`config.mk`:
```
export PLATFORM = sky130hd
export DESIGN_NAME = tlik_ctrl
export DESIGN_NICKNAME = d
export VERILOG_FILES = /design/src/rtl/tlik_pkg.sv /design/src/rtl/tlik_ctrl.sv
export SDC_FILE = /design/constraint.sdc
export NUM_CORES = 1
export LEC_CHECK = 0
export BUFFER_PORTS_ARGS = -buffer_cell sky130_fd_sc_hd__buf_2
export CORE_MARGIN = 2
export CORE_UTILIZATION = 30
export DETAILED_ROUTE_END_ITERATION = 16
export PLACE_DENSITY = 0.62
export SYNTH_ARGS = -nofsm -noshare
export SYNTH_HDL_FRONTEND = slang
export SYNTH_SLANG_ARGS = --single-unit
```
`constraint.sdc`:
```
create_clock -name clk -period 2.1 [get_ports clk]
set_input_delay 0.42 -clock clk [delete_from_list [all_inputs] [get_ports clk]]
set_output_delay 0.42 -clock clk [all_outputs]
set_load 0.01 [all_outputs]
```
`src/rtl/tlik_pkg.sv`:
```
// ----------------------------------------------------------------------------
// tlik_pkg
// Types and constants shared by the two-link planar inverse kinematics block.
// ----------------------------------------------------------------------------
package tlik_pkg;

  localparam int CordicSteps = 23;
  localparam int StepW       = 5;
  localparam int CordW       = 56;
  localparam int ZW          = 26;

  localparam logic signed [15:0] Deg90Q6  = 16'sd5760;
  localparam logic signed [15:0] Deg150Q6 = 16'sd9600;
  localparam logic signed [ZW-1:0] Deg180Q16 = 26'sd11796480;
  localparam logic signed [CordW-1:0] NormFloor = 56'sd35184372088832;
  localparam logic [31:0] OneQ30 = 32'd1073741824;

  typedef enum logic [3:0] {
    ST_IDLE,
    ST_MUL,
    ST_DIV,
    ST_SQRT,
    ST_ELB_LOAD,
    ST_NORM,
    ST_ITER,
    ST_ELB_DONE,
    ST_TAN_MUL,
    ST_TAN_SUM,
    ST_SHD_DONE,
    ST_OUT
  } state_t;

  // Commands from the controller to the datapath.
  typedef struct packed {
    logic load;
    logic mul;
    logic div_start;
    logic div_step;
    logic sqrt_start;
    logic sqrt_step;
    logic elb_load;
    logic norm;
    logic iter;
    logic elb_done;
    logic tan_mul;
    logic tan_sum;
    logic shd_done;
    logic fail;
  } cmd_t;

  // Status from the datapath to the controller.
  typedef struct packed {
    logic reach;
    logic last_step;
    logic norm_ok;
    logic tx_zero;
  } stat_t;

  function automatic logic signed [ZW-1:0] atan_q16(input logic [StepW-1:0] i);
    logic signed [ZW-1:0] v;
    v = '0;
    case (i)
      5'd0:  v = 26'sd2949120;
      5'd1:  v = 26'sd1740967;
      5'd2:  v = 26'sd919879;
      5'd3:  v = 26'sd466945;
      5'd4:  v = 26'sd234379;
      5'd5:  v = 26'sd117304;
      5'd6:  v = 26'sd58666;
      5'd7:  v = 26'sd29335;
      5'd8:  v = 26'sd14668;
      5'd9:  v = 26'sd7334;
      5'd10: v = 26'sd3667;
      5'd11: v = 26'sd1833;
      5'd12: v = 26'sd917;
      5'd13: v = 26'sd458;
      5'd14: v = 26'sd229;
      5'd15: v = 26'sd115;
      5'd16: v = 26'sd57;
      5'd17: v = 26'sd29;
      5'd18: v = 26'sd14;
      5'd19: v = 26'sd7;
      5'd20: v = 26'sd4;
      5'd21: v = 26'sd2;
      5'd22: v = 26'sd1;
      default: v = '0;
    endcase
    return v;
  endfunction

endpackage

```
`src/rtl/tlik_ctrl.sv`:
```
// ----------------------------------------------------------------------------
// tlik_ctrl
// Sequencer that steps the datapath through one target at a time.
// ----------------------------------------------------------------------------
module tlik_ctrl (
  input  logic            clk,
  input  logic            rst_n,
  input  logic            in_valid,
  output logic            in_stall,
  output logic            out_valid,
  input  logic            out_stall,
  input  tlik_pkg::stat_t stat,
  output tlik_pkg::cmd_t  cmd
);
  import tlik_pkg::*;

  state_t state_r, state_nxt;
  logic   elbow_r, elbow_nxt;
  logic [6:0] cnt_r, cnt_nxt;

  always_ff @(posedge clk) begin
    if (!rst_n) begin
      state_r <= ST_IDLE;
      elbow_r <= 1'b0;
      cnt_r   <= '0;
    end else begin
      state_r <= state_nxt;
      elbow_r <= elbow_nxt;
      cnt_r   <= cnt_nxt;
    end
  end

  always_comb begin
    state_nxt = state_r;
    elbow_nxt = elbow_r;
    cnt_nxt   = cnt_r;
    cmd       = '0;
    in_stall  = 1'b1;
    out_valid = 1'b0;
    unique case (state_r)
      ST_IDLE: begin
        in_stall = 1'b0;
        if (in_valid) begin
          cmd.load  = 1'b1;
          state_nxt = ST_MUL;
        end
      end
      ST_MUL: begin
        cmd.mul = 1'b1;
        state_nxt = ST_DIV;
        cnt_nxt = '0;
      end
      ST_DIV: begin
        if (!stat.reach) begin
          cmd.fail = 1'b1;
          state_nxt = ST_OUT;
        end else if (cnt_r == 7'd0) begin
          cmd.div_start = 1'b1;
          cnt_nxt = 7'd1;
        end else begin
          cmd.div_step = 1'b1;
          cnt_nxt = cnt_r + 7'd1;
          if (cnt_r == 7'd31) begin
            state_nxt = ST_SQRT;
            cnt_nxt = '0;
          end
        end
      end
      ST_SQRT: begin
        if (cnt_r == 7'd0) begin
          cmd.sqrt_start = 1'b1;
          cnt_nxt = 7'd1;
        end else begin
          cmd.sqrt_step = 1'b1;
          cnt_nxt = cnt_r + 7'd1;
          if (cnt_r == 7'd31) state_nxt = ST_ELB_LOAD;
        end
      end
      ST_ELB_LOAD: begin
        cmd.elb_load = 1'b1;
        elbow_nxt = 1'b1;
        state_nxt = ST_NORM;
      end
      ST_NORM: begin
        if (stat.norm_ok) state_nxt = ST_ITER;
        else cmd.norm = 1'b1;
      end
      ST_ITER: begin
        cmd.iter = 1'b1;
        if (stat.last_step) state_nxt = elbow_r ? ST_ELB_DONE : ST_SHD_DONE;
      end
      ST_ELB_DONE: begin
        cmd.elb_done = 1'b1;
        elbow_nxt = 1'b0;
        state_nxt = ST_TAN_MUL;
      end
      ST_TAN_MUL: begin
        cmd.tan_mul = 1'b1;
        state_nxt = ST_TAN_SUM;
      end
      ST_TAN_SUM: begin
        cmd.tan_sum = 1'b1;
        state_nxt = ST_NORM;
      end
      ST_SHD_DONE: begin
        cmd.shd_done = 1'b1;
        state_nxt = ST_OUT;
      end
      ST_OUT: begin
        out_valid = 1'b1;
        if (!out_stall) state_nxt = ST_IDLE;
      end
      default: state_nxt = ST_IDLE;
    endcase
  end

endmodule

```
==> flow_metrics.tcl, run 1 <==
set metrics [dict create \
    core_mm2 0.00331 \
    grt_pass1_wl_um 4180 \
    hp-class "primary input to flop" \
    antenna_left 0 \
    setup_viol 0 \
    ys.flop_type "dfxtp_1" \
    synth-simple-area-share 0.362 \
    max_freq_mhz 515 \
    critPathArrivalTime_ns 1.52 \
    cts.htree.levels 1 \
    initialDrtViolationCount 55 \
    cts_buffers 3 \
    grt_start_max_net_pins 18 \
    diodes 0 \
    vias 1012 \
    fp.dieH_um 62.5 \
    finalClockSkew_ns 0.00276 \
    cp-start-kind "flop" \
    timing_hold_violations_final 0 \
    grt_usage 0.132 \
    first_pass_iters 4 \
    layout_common_cells "buf_2 (22), nand2_1 (12), nor2_1 (11), dfxtp_1 (11), nor3b_1 (8)" \
    rows 21 \
    via_per_inst 5.22 \
    synth-compound-area-share 0.262 \
    die_w_um 62.5 \
    dp_hpwl_um 1850 \
    synthDistinctLibCells 45 \
    period_minus_slack_ns 1.94 \
    drive_gt1_frac 0.297 \
    clk_path_buf_depth 2 \
    outcome "finished clean" \
    routedWlPerCell_um 12.7 \
    portBuffers 22 \
    synth_nets 136 \
    synthCells 126 \
    synth-xor-area-share 0.0427 \
    antenna_found_initial 0 \
    whs_ns 0.489 \
    timing.final.crit_share 0.925 \
    synth-seq-cells 12 \
    drv_cap 0 \
    power.leakage_nw 0.499 \
    irDropWorstVdd_mv 0.271 \
    drc 0 \
    powerDensity_mw_per_mm2 1080 \
    finish.net_count 159 \
    avgSynthCellArea_um2 8.14 \
    fill_cells 358 \
    clk_latency_ns 0.28 \
    rsz0062_at_grt "no" \
    die_area_mm2 0.00390 \
    slew_violations 0 \
    mostFrequentLayoutCell "buf_2" \
    grt_overflow 0 \
    async_flop_share 0 \
    synth.cell_area_mm2 0.00103 \
    crit_required_ns 1.68 \
    setup_tns_ns 0 \
    critPathCaptureType "primary output" \
    r2r_slack_ns 0.36 \
    synth_top_family_by_area "simple AND/OR/NAND/NOR gates" \
    path_cells "inv_1, ha_1, nor4b_4, nand2_2, nor3_1, buf_2" \
    critPathKind "flop to primary output" \
    grt_pass1_vias 902 \
    cts-root-buf "clkbuf_4" \
    yosysWarnings 0 \
    synth_edf_count 0 \
    critPathMaxFanout 5 \
    seq_area_frac_synth 0.234 \
    pin_count 24 \
    cts_tree "built" \
    max-slew-margin-rel 0.690 \
    cts_sinks 12 \
    synthToLayoutAreaGrowth_pct 20.0 \
    worst_pin_slew_ns 0.465 \
    gp_congestion 0.806 \
    slowest_stage "dfxtp_2" \
    routed_wl_um 2460 \
    synthMuxAreaShare 0.0195 \
    synthAdderAreaFrac 0.0244 \
    initial_core_util 0.310 \
    clkSlewWorstSetupHoldPaths_ns 0.08 \
    worst_path_largest_cell_delay_ns 0.36 \
]
==> what timing repair did <==
| item | CTS | global route |
|---|---|---|
| setup buffers | 0 | 1 |
| endpoints found under the setup margin | 0 | 2 |
| hold buffers | 0 | 0 |
| gates resized for setup | 0 | 1 |
==> through the flow <==
stage / power (mW) / utilization / worst slack, ns / cell area (um^2) / cells
3_5_place_dp: 1.13 / 0.358 / 0.322 / 1190 / 189
2_1_floorplan: 0.936 / - / 0.401 / 1030 / 126
4_1_cts: 1.32 / 0.369 / 0.00646 / 1220 / 193
6_report: 1.33 / 0.372 / 0.157 / 1230 / 194
3_3_place_gp: 1.12 / 0.358 / 0.360 / 1190 / 189
5_1_grt: 1.43 / 0.372 / 0.0238 / 1230 / 194
==> area by class of cell <==
class                      count  area, um^2  share of cell area
multi-input combinational    101         729               0.592
sequential                    12         241               0.196
timing repair buffer          28         155               0.126
tap                           46        57.6              0.0467
clock buffer                   4        36.3              0.0295
inverter                       3        11.3             0.00915
==> where the power goes <==
| part | internal (mW) | switching, mW | total [mW] |
|---|---|---|---|
| logic | 0.334 | 0.468 | 0.803 |
| registers | 0.272 | 0.0665 | 0.338 |
| clock network | 0.106 | 0.0858 | 0.191 |
==> path summary, 6_finish.rpt <==
kind         cells after the start    endpoint      from
min reg2reg                      2    cnt_r[1]  cnt_r[1]
min                              2  state_r[1]     rst_n
max reg2reg                      6  state_r[3]  cnt_r[0]
max                              6      cmd[9]  cnt_r[0]
==> cell usage after synthesis, types with 2 or more instances <==
master | n | area share
clkbuf_1 | 4 | 0.015
o21a_1 | 3 | 0.022
nor2_1 | 11 | 0.040
nand4_1 | 2 | 0.012
nor2b_1 | 2 | 0.012
a21oi_1 | 3 | 0.015
xor2_1 | 2 | 0.017
nand2_1 | 12 | 0.044
a2111oi_4 | 2 | 0.054
mux2i_1 | 2 | 0.020
a21boi_0 | 4 | 0.029
nor3b_1 | 8 | 0.059
ha_1 | 2 | 0.024
nor3_1 | 7 | 0.034
buf_2 | 6 | 0.029
nand2b_1 | 5 | 0.030
inv_1 | 3 | 0.011
o21ai_0 | 6 | 0.029
dfxtp_1 | 12 | 0.23
a31oi_1 | 2 | 0.012
xnor2_1 | 3 | 0.026
and4bb_2 | 2 | 0.024
==> logic make-up after synthesis <==
group	after synthesis
AOI/OAI and AO/OA	31
adders and majority gates	2
xor gates and xnor gates	5
buffers and inverters	13
muxes	2
and+or+nand+nor	61
DFF	12
==> worst max-delay path, delay by kind of cell, from the launching register on <==
family	cells	cell delay, ns
adders and majority gates	1	0.14
and+or+nand+nor	3	0.51
buffers and inverters	2	0.22
DFF	1	0.36
==> layer usage <==
metal  track usage  vias to the layer above  wire [um]
li1              -                      503          -
met1         0.168                      484       1170
met2         0.215                       21       1180
met3        0.0198                        4         77
met4        0.0667                        0         41
met5             0                        -          0
==> sequential cells by signal, summed over array words and instances (netlist names) <==
signal	count
cnt_r	7
state_r	4
elbow_r	1
(Power assumes the default switching activity.)
==> run 2, diff against run 1 <==
- PLACE_DENSITY: 0.62 -> 0.63
- clock period: 2.1 -> 1.6 ns (I/O delays scaled with it)
==> run 2 against run 1 <==
The run now ends with setup timing left. Non-clock buffer count rose by 26. Setup slack got worse by 0.35 ns. Cell area rose by 26%. Clock-buffer cell count fell by 1. Clock power barely moved. Largest power group unchanged.
==> flow_metrics.tcl, run 2 (synthesis gave the netlist of run 1 again) <==
set metrics [dict create \
    slowest_stage "dfxtp_2" \
    path_cells "inv_2, ha_2, nor4b_4, nand2_2, nor2_1, buf_2" \
    p_switching_mw 0.998 \
    clk_path_buf_depth 2 \
    rsz0062_at_grt "yes" \
    violations "setup timing" \
    cp_top_family "simple AND/OR/NAND/NOR gates" \
    grt_pass1_vias 1073 \
    swShare 0.446 \
    timing_hold_violations_final 0 \
    cp-start-kind "flop" \
    largest_reg_flops 7 \
    routedWlPerCell_um 13.8 \
    period_minus_slack_ns 1.79 \
    antenna_found_initial 0 \
    finish.net_count 185 \
    pwr-share-seq 0.207 \
    crit_required_ns 1.28 \
    rows 21 \
    max-slew-margin-rel 0.656 \
    core_mm2 0.00331 \
    grt_overflow 0 \
    p_clk_frac 0.086 \
    fin_util 0.469 \
    regArea_um2 255 \
    fp.dieH_um 62.5 \
    worst_pin_slew_ns 0.514 \
    diodes 0 \
    crit_buf_inv 2 \
    critPathKind "flop to primary output" \
    clkSlewWorstSetupHoldPaths_ns 0.08 \
    via_per_inst 5.13 \
    powerDensity_mw_per_mm2 1440 \
    die_w_um 62.5 \
    fill_cells 320 \
    hp-class "primary input to flop" \
    drc 0 \
    grt_start_max_net_pins 15 \
    dp_hpwl_um 1980 \
    grt_pass1_wl_um 4970 \
    synthToLayoutAreaGrowth_pct 51.3 \
    clk_latency_ns 0.27 \
    cts_sinks 12 \
    combPwrFrac 0.706 \
    setup_ws_ns -0.191 \
    cts_tree "built" \
    die_area_mm2 0.00390 \
    place_inst 201 \
    routed_wl_um 3020 \
    first_pass_iters 4 \
    slew_violations 0 \
    layout_common_cells "buf_4 (26), buf_2 (22), nand2_1 (12)" \
    r2r_slack_ns -0.17 \
    stdcell_count 219 \
    max_freq_mhz 558 \
    vias 1123 \
    finalClockSkew_ns 0.00233 \
    worst_path_largest_cell_delay_ns 0.34 \
    antenna_left 0 \
    irDropWorstVdd_mv 0.475 \
    multiInputGateArea_um2 837 \
    critPathCaptureType "primary output" \
    power.leakage_nw 0.642 \
    initialDrtViolationCount 40 \
    critPathArrivalTime_ns 1.47 \
    grt_usage 0.156 \
    portBuffers 22 \
    initial_core_util 0.310 \
    cts-root-buf "clkbuf_4" \
    critPathMaxFanout 4 \
    timing.final.crit_share 1.12 \
    internal_power_mw 1.24 \
    gp_congestion 0.858 \
    pin_count 24 \
    outcome "finished with violations" \
    cts_buffers 3 \
    reg_top3 "cnt_r: 7 flops, state_r: 4 flops, elbow_r: 1 flops" \
    drv_cap 0 \
    top_register "cnt_r" \
    cts.htree.levels 1 \
    drive_gt1_frac 0.526 \
    setup_viol 15 \
    mostFrequentLayoutCell "buf_4" \
]
run 2: worst paths after layout:
kind	from	endpoint	cells after the start
max reg2reg	cnt_r[0]	cnt_r[4]	10
max	cnt_r[0]	cmd[11]	6
min	rst_n	state_r[1]	2
min reg2reg	elbow_r	elbow_r	2
run 2: stage by stage:
step / setup slack [ns] / setup TNS, ns / instance area, um^2 / hold WS (ns) / total power [mW]
finish: -0.191 / -2.15 / 1550 / 0.390 / 2.24
global route: -0.301 / -3.44 / 1550 / 0.398 / 2.39
CTS: -0.177 / -1.44 / 1450 / 0.387 / 2.10
detailed placement: -0.0143 / -0.0230 / 1280 / 0.506 / 1.66
global placement: 0.0224 / 0 / 1280 / 0.489 / 1.63
floorplan: 0.0624 / 0 / 1030 / 0.471 / 1.23
run 2: cell type report:
type,count,area share
Timing Repair Buffer,54,0.236
Multi-Input combinational cell,101,0.539
Sequential cell,12,0.164
Inverter,3,0.00886
Tap cell,46,0.0371
Clock buffer,3,0.0145
run 2: what timing repair did:
item,CTS,global route
cloned,0,0
resized for setup,24,12
buffers inserted,7,8
hold buffers,0,0
setup endpoints to repair,15,20
pin swaps,4,9
hold endpoints to repair,0,0
run 2: metal layers:
metal,wire length [um],global-route usage,up-vias
li1,-,-,553
met1,1260,0.180,551
met2,1670,0.292,17
met3,58,0.0288,2
met4,22,0.0417,0
met5,0,0,-
run 2: power by group through the flow:
stage               logic, mW  registers [mW]  clock network [mW]
CTS                      1.44           0.461               0.202
floorplan               0.841           0.387                   0
global placement         1.19           0.444                   0
detailed placement       1.22           0.446                   0
finish                   1.58           0.464               0.194
global route             1.70           0.478               0.212
